$ cat config.mk
export PLATFORM = sky130hd
export DESIGN_NAME = bfs_step
export DESIGN_NICKNAME = d
export VERILOG_FILES = /design/src/sv/ball_feed_sequencer_core_assert.svh /design/src/sv/bfs_pkg.sv /design/src/sv/bfs_step.sv
export SDC_FILE = /design/constraint.sdc
export NUM_CORES = 1
export LEC_CHECK = 0
export ABC_CLOCK_PERIOD_IN_PS = 4450
export BUFFER_PORTS_ARGS = -buffer_cell sky130_fd_sc_hd__buf_2
export CORE_AREA = 10 10 123 125
export DETAILED_ROUTE_END_ITERATION = 8
export DIE_AREA = 0 0 133 135
export PLACE_DENSITY = 0.8
export REMOVE_ABC_BUFFERS = 1
export SYNTH_ARGS = -nofsm -noshare
export SYNTH_HDL_FRONTEND = slang
export SYNTH_SLANG_ARGS = --single-unit
export TNS_END_PERCENT = 100
$ cat constraint.sdc
create_clock -name vclk -period 4.45
set_input_delay 0.2225 -clock vclk [all_inputs]
set_output_delay 0.2225 -clock vclk [all_outputs]
set_load 0.02 [all_outputs]
$ cat src/sv/ball_feed_sequencer_core_assert.svh
// Assertion macros for the ball feed sequencer.
// Used by files that hold clk and arst_n in scope; no other dependencies.
`ifndef BALL_FEED_SEQUENCER_CORE_ASSERT_SVH
`define BALL_FEED_SEQUENCER_CORE_ASSERT_SVH

// Same-cycle implication, disabled while reset is asserted
`define BFS_ASSERT_IMP(lbl, ante, cons, msg) \
	lbl: assert property (@(posedge clk) disable iff (!arst_n) (ante) |-> (cons)) \
		else $error(msg);

// Next-cycle implication, disabled while reset is asserted
`define BFS_ASSERT_NXT(lbl, ante, cons, msg) \
	lbl: assert property (@(posedge clk) disable iff (!arst_n) (ante) |=> (cons)) \
		else $error(msg);

`endif

$ cat src/sv/bfs_pkg.sv
// Types and constants of the ball feed sequencer.
// No dependencies; imported by bfs_in_if, bfs_cfg_if and all modules.
`default_nettype none

package bfs_pkg;

	localparam int unsigned TIME_W   = 32;
	localparam int unsigned TMO_W    = 16;
	localparam int unsigned CFG_IDX_W = 2;

	typedef enum logic [1:0] {
		CMD_STEP    = 2'd0,
		CMD_REQUEST = 2'd1,
		CMD_RESET   = 2'd2,
		CMD_NOP     = 2'd3
	} cmd_t;

	typedef enum logic [2:0] {
		PH_IDLE         = 3'd0,
		PH_WAIT_TUBE    = 3'd1,
		PH_READY        = 3'd2,
		PH_ACTUATING    = 3'd3,
		PH_WAIT_CHAMBER = 3'd4,
		PH_SHOT_EXIT    = 3'd5,
		PH_RELOAD       = 3'd6,
		PH_JAM          = 3'd7
	} phase_t;

	typedef enum logic [1:0] {
		CAUSE_NONE    = 2'd0,
		CAUSE_NO_BALL = 2'd1,
		CAUSE_CHAMBER = 2'd2,
		CAUSE_EXIT    = 2'd3
	} cause_t;

	// Host fault kind
	localparam logic HOST_JAM     = 1'b0;
	localparam logic HOST_NO_BALL = 1'b1;

	// Register indexes
	localparam logic [CFG_IDX_W-1:0] REG_CHAMBER_TMO = 2'd0;
	localparam logic [CFG_IDX_W-1:0] REG_EXIT_TMO    = 2'd1;
	localparam logic [CFG_IDX_W-1:0] REG_RELOAD_DLY  = 2'd2;

	// Register reset values
	localparam logic [TMO_W-1:0] CHAMBER_TMO_RST = 16'd1000;
	localparam logic [TMO_W-1:0] EXIT_TMO_RST    = 16'd1000;
	localparam logic [TMO_W-1:0] RELOAD_DLY_RST  = 16'd500;

	typedef struct packed {
		cmd_t              cmd;
		logic              tube_ball;
		logic              chamber_ready;
		logic              exit_seen;
		logic [TIME_W-1:0] now_ms;
	} bfs_item_t;

	typedef struct packed {
		phase_t            phase;
		logic [TIME_W-1:0] enter_time;
		logic              jam_flag;
		cause_t            jam_cause;
		logic              tube_seen;
	} bfs_state_t;

	typedef struct packed {
		logic [TMO_W-1:0] chamber_timeout_ms;
		logic [TMO_W-1:0] exit_timeout_ms;
		logic [TMO_W-1:0] reload_pause_ms;
	} bfs_cfg_t;

	typedef struct packed {
		phase_t feed_phase;
		logic   is_ready;
		logic   fault_flag;
		cause_t fault_cause;
		logic   feed_pulse;
		logic   fault_raised;
		logic   host_fault_kind;
	} bfs_result_t;

endpackage

`default_nettype wire

$ cat src/sv/bfs_step.sv
// Phase machine of the feeder: next state and result for one item.
// Pure combinational; depends on bfs_pkg.
`default_nettype none

module bfs_step import bfs_pkg::*; (
	input  bfs_item_t   item,
	input  bfs_state_t  state,
	input  bfs_cfg_t    cfg,
	output bfs_state_t  next_state,
	output bfs_result_t result
);

	logic [TIME_W-1:0] elapsed;
	logic [TMO_W-1:0]  limit;
	logic              over_limit;
	logic              pulse;
	logic              raised;
	logic              raised_kind;

	// Time in phase, with wrap; pick the limit of the current phase
	assign elapsed = item.now_ms - state.enter_time;

	always_comb begin
		case (state.phase)
			PH_WAIT_CHAMBER: limit = cfg.chamber_timeout_ms;
			PH_SHOT_EXIT:    limit = cfg.exit_timeout_ms;
			default:         limit = cfg.reload_pause_ms;
		endcase
	end

	assign over_limit = elapsed > {{(TIME_W-TMO_W){1'b0}}, limit};

	// Next state
	always_comb begin
		next_state = state;
		case (item.cmd)
			CMD_STEP: begin
				next_state.tube_seen = item.tube_ball;
				case (state.phase)
					PH_IDLE: begin
						next_state.phase      = item.tube_ball ? PH_READY : PH_WAIT_TUBE;
						next_state.enter_time = item.now_ms;
					end
					PH_WAIT_TUBE: begin
						if (item.tube_ball) begin
							next_state.phase      = PH_READY;
							next_state.enter_time = item.now_ms;
						end
					end
					PH_READY: begin
						if (!item.tube_ball) begin
							next_state.phase      = PH_WAIT_TUBE;
							next_state.enter_time = item.now_ms;
						end
					end
					PH_ACTUATING: begin
						next_state.phase      = PH_WAIT_CHAMBER;
						next_state.enter_time = item.now_ms;
					end
					PH_WAIT_CHAMBER: begin
						if (item.chamber_ready) begin
							next_state.phase      = PH_SHOT_EXIT;
							next_state.enter_time = item.now_ms;
						end else if (over_limit) begin
							next_state.phase      = PH_JAM;
							next_state.enter_time = item.now_ms;
							next_state.jam_flag   = 1'b1;
							next_state.jam_cause  = CAUSE_CHAMBER;
						end
					end
					PH_SHOT_EXIT: begin
						if (item.exit_seen) begin
							next_state.phase      = PH_RELOAD;
							next_state.enter_time = item.now_ms;
						end else if (over_limit) begin
							next_state.phase      = PH_JAM;
							next_state.enter_time = item.now_ms;
							next_state.jam_flag   = 1'b1;
							next_state.jam_cause  = CAUSE_EXIT;
						end
					end
					PH_RELOAD: begin
						if (over_limit) begin
							next_state.phase      = PH_WAIT_TUBE;
							next_state.enter_time = item.now_ms;
						end
					end
					default: begin
						// jam holds until a reset command
					end
				endcase
			end
			CMD_REQUEST: begin
				if (!state.tube_seen) begin
					next_state.phase      = PH_JAM;
					next_state.enter_time = item.now_ms;
					next_state.jam_flag   = 1'b1;
					next_state.jam_cause  = CAUSE_NO_BALL;
				end else if (state.phase == PH_READY) begin
					next_state.phase      = PH_WAIT_CHAMBER;
					next_state.enter_time = item.now_ms;
				end
			end
			CMD_RESET: begin
				// tube sample is kept
				next_state.phase      = PH_IDLE;
				next_state.enter_time = item.now_ms;
				next_state.jam_flag   = 1'b0;
				next_state.jam_cause  = CAUSE_NONE;
			end
			default: begin
				// no operation
			end
		endcase
	end

	// Event outputs: actuator pulse and host fault
	always_comb begin
		pulse       = 1'b0;
		raised      = 1'b0;
		raised_kind = HOST_JAM;
		case (item.cmd)
			CMD_STEP: begin
				if ((state.phase == PH_WAIT_CHAMBER && !item.chamber_ready && over_limit) ||
					(state.phase == PH_SHOT_EXIT && !item.exit_seen && over_limit)) begin
					raised = 1'b1;
				end
			end
			CMD_REQUEST: begin
				if (!state.tube_seen) begin
					raised      = 1'b1;
					raised_kind = HOST_NO_BALL;
				end else if (state.phase == PH_READY) begin
					pulse = 1'b1;
				end
			end
			default: begin
			end
		endcase
	end

	// Status after the item
	always_comb begin
		result.feed_phase      = next_state.phase;
		result.is_ready        = (next_state.phase == PH_READY);
		result.fault_flag      = next_state.jam_flag;
		result.fault_cause     = next_state.jam_cause;
		result.feed_pulse      = pulse;
		result.fault_raised    = raised;
		result.host_fault_kind = raised_kind;
	end

endmodule

`default_nettype wire

; ---- Yosys cells after proc, flatten, opt, wreduce, memory -nomap -nowiden
; Cells that the tools add are included.
[word_totals]
regBits = 0
inputBits = 124
output_inout_bits = 49
word_cells = 45
[op_classes]
addsub = 1
order_cmp = 1
n_eq_ne = 9
mux = 25
reduce_logical = 9
[ops]
columns = operator, n
row1 = 2-to-1 mux 35 bit, 7
row2 = one-hot mux 35 bit (7 select lines), 1
row3 = one-hot mux 38 bit (3 select lines), 1
row4 = 2-to-1 mux 38 bit, 2
row5 = > comparator 32 x 16 -> 1 bit, 1
row6 = one-hot mux 16 bit (2 select lines), 1
row7 = subtractor 32 bit, 1
row8 = "== test 3 x 2 -> 1 bit, second input constant", 3
row9 = "== test 3 bit, second input constant", 3
row10 = 2-to-1 mux 3 bit, 3
row11 = 2-to-1 mux 1 bit, 7
row12 = one-hot mux 3 bit (2 select lines), 1
row13 = logical AND 1 bit, 4
row14 = "== test 3 x 1 -> 1 bit, second input constant", 1
row15 = zero test 3 bit, 1
row16 = "== test 2 x 1 -> 1 bit, second input constant", 1
row17 = "== test 2 bit, second input constant", 1
row18 = zero test 1 bit, 2
row19 = zero test 2 bit, 1
row20 = 2-to-1 mux 2 bit, 1
row21 = one-hot mux 1 bit (2 select lines), 1
row22 = logical OR 1 bit, 1

; ---- Depth between registers and ports, before layout
[depth]
ltp_word = 8
ltp_mapped = 22

; ---- Worst setup path before layout
; OpenSTA, ideal clock, no wires.
[synth_timing]
path_type = input to output
start = input item[0] in the netlist's numbering
end = output next_state[27] in the netlist's numbering
t_arrival_ps = 4540
required_time_ps = 4228
path_slack_ps = -312
stages = 20
cell_sequence = inv_1 -> ha_1 -> fa_1 -> nand2b_1 -> a21o_1 -> a311o_1 -> o21a_1 -> xnor2_1 -> ha_1 -> nand4_1 -> nor4_1 -> a22oi_1 -> nor3_1 -> nand4_1 -> or3_4 -> or4_1 -> buf_2 -> buf_6 -> o221ai_1 -> a31oi_1
[synth_rtl]
columns = item, line
row1 = from (decl), bfs_step.sv:6  ; input bfs_item_t item,
row2 = to (decl), bfs_step.sv:9  ; output bfs_state_t next_state,

==> flow_summary.ini <==
[sta]
maxSlewHeadroom = 0.315
finalWorstSetupSlack_ns = -0.465
drv_slew = 0
fmax_mhz = 203
hold_viol_final = 0
worst_pin_slew_ns = 1.03
period_needed_ns = 4.91
setup_violations = 46
rsz0062_at_grt = true
period_share = 1.10

[critical_path]
cp_top_family = simple AND/OR/NAND/NOR gates
worst_ep_required_time_ns = 4.23
startpoint_type = input pin
crit_slowest_cell = or4_4
critical_path_buf_inv_count = 4
path_max_fanout = 6
critPathMaxStageDelay_ns = 0.52
crit_chain = buf_8, inv_4, ha_4, fa_2, nand2b_4, a21o_1, a311o_1, o21a_1, xnor2_1, ha_1, nand4_1, nor2_1, a221oi_2, a22oi_2, nor3_2, nand4_1, or3_4, or4_4, buf_12, o221ai_2, a31oi_1, buf_4
critPathKind = in2out
cp.arrival_ns = 4.69
path_common_cell = nand4_1
worst_setup_path_end_kind = output port

[min_path]
hp-start = state[2]
min_to = result[4]
min_path_cells = 4
hp-class = in2out

[floorplanning]
die-area_um2 = 18000
std_cell_rows = 41
fp.dieW_um = 133
start_util = 0.509
boundaryPins = 173
die_h_um = 135
core-area_um2 = 12600

[job]
drv_cap = 0

[power]
p_int_mw = 0.563
p_leak_nw = 4.07
p_sw_frac = 0.562
p_per_area_nw_per_um2 = 146
clkPwrFrac = 0
sequentialPowerShare = 0
power.total_mw = 1.28
p_sw_mw = 0.721
p_comb_frac = 1.000
peakVddDrop_v = 0.000105

[route]
wl_mm = 27.0
first_pass_iters = 6
wire_per_inst_um = 18.4
drc = 0
vias = 9361
vias_per_cell = 6.39
final_antenna_net_count = 0
drt_iter0_drc = 1181

[global_routing]
grt_pass1_vias = 8663
grt_antenna_before_repair = 2
grt_remaining_overflow = 0
grt_usage = 0.273
grt_pass1_wl_mm = 42.7
grt_max_degree = 55

[outcome]
status = finished with violations
violations = negative setup slack

[final_layout]
syn2layout_area_growth_pct = 37.3
final_cell_mix = buf_4 (173), buf_2 (147), nor2_1 (134), a21oi_1 (131), o21ai_0 (115)
seq_area_um2 = 0
drive_above_1_share = 0.327
fill_cells = 1037
fin_nets = 1464
layout_commonest_cell = buf_4
design.seq.count = 0
clkbuf_count = 0

[placement]
port_buffers = 173
place_hpwl_mm = 20.5
gp_congestion = 1.00
pre_cts_ws_ns = -0.810

[yosys]
synth_warnings = 0
syn_inst = 1031
ys_types = 68
synth_area_um2 = 6390
syn_avg_cell_area_um2 = 6.20
yosysSeqAreaShare = 0
==> layout make-up <==
cell class	count	area (um^2)	share of cell area
timing repair buffer	346	2370	0.271
multi-input combinational	900	6010	0.685
antenna	2	5.00	0.000570
tap	172	215	0.0245
inverter	44	168	0.0191
==> power by group through the flow <==
stage                     Sequential (mW)  Combinational (mW)    Clock (mW)
after floorplan                         0               0.667             0
after global placement                  0                1.16             0
after CTS                               0                1.24             0
after detailed placement                0                1.18             0
after global routing                    0                1.39  0.0000000300
final                                   0                1.28  0.0000000602
==> per-stage QoR <==
step                      TNS (ns)  instances  instance area (um^2)  hold slack [ns]   util
after floorplan             -36.93        944                  5990            0.525      -
after global placement      -22.49       1450                  8320            0.885  0.662
after detailed placement    -27.85       1450                  8320            0.890  0.662
after CTS                   -14.24       1461                  8710            0.875  0.693
after global routing        -21.64       1463                  8770            0.919  0.698
final                       -15.54       1464                  8770            0.893  0.698
==> tightest hold or removal path: stages <==
cell and delay (ns):
buf_2 0.12, inv_1 0.06, a22oi_2 0.11, buf_6 0.15
==> timing repair <==
item / in CTS / in global routing
hold endpoints to repair: 0 / 0
setup endpoints to repair: 44 / 46
pin swaps: 29 / 10
hold buffers: 0 / 0
gates cloned: 2 / 0
resized for setup: 75 / 17
buffers inserted: 9 / 2
==> cell families after synthesis <==
group,share of synthesized area
simple gates,0.240
buf+inv,0.0889
fa+ha+maj,0.0951
xor+xnor,0.0247
mux,0.108
compound gates,0.443
==> metal layers <==
layer / track usage / wire length, um / vias to the layer above
met3: 0.0504 / 2910 / 131
met5: 0 / 8 / -
met4: 0.124 / 1380 / 2
met1: 0.331 / 10400 / 4200
met2: 0.457 / 12200 / 653
li1: - / - / 4375
==> synthesized netlist by cell type (all sizes together) (15+ instances only) <==
| master | instances | area share |
|---|---|---|
| o21ai | 120 | 0.094 |
| o22ai | 22 | 0.022 |
| o221ai | 31 | 0.062 |
| ha | 47 | 0.092 |
| nor3 | 18 | 0.014 |
| nor2 | 137 | 0.081 |
| nand2 | 86 | 0.051 |
| nand3 | 15 | 0.012 |
| a21oi | 141 | 0.11 |
| o22a | 23 | 0.032 |
| clkbuf | 58 | 0.034 |
| mux2i | 67 | 0.10 |
| inv | 44 | 0.026 |
| o21a | 15 | 0.018 |
| buf | 29 | 0.029 |
| nand2b | 18 | 0.018 |
==> worst max path at each step <==
stage / start / end / depth (start not counted)
after floorplan: item[0] / next_state[5] / 18
after global placement: item[0] / next_state[4] / 21
after detailed placement: item[0] / next_state[34] / 21
after CTS: item[0] / next_state[35] / 23
after global routing: item[0] / next_state[26] / 24
final: item[0] / next_state[29] / 22
Power figures use the tool's default switching activity.
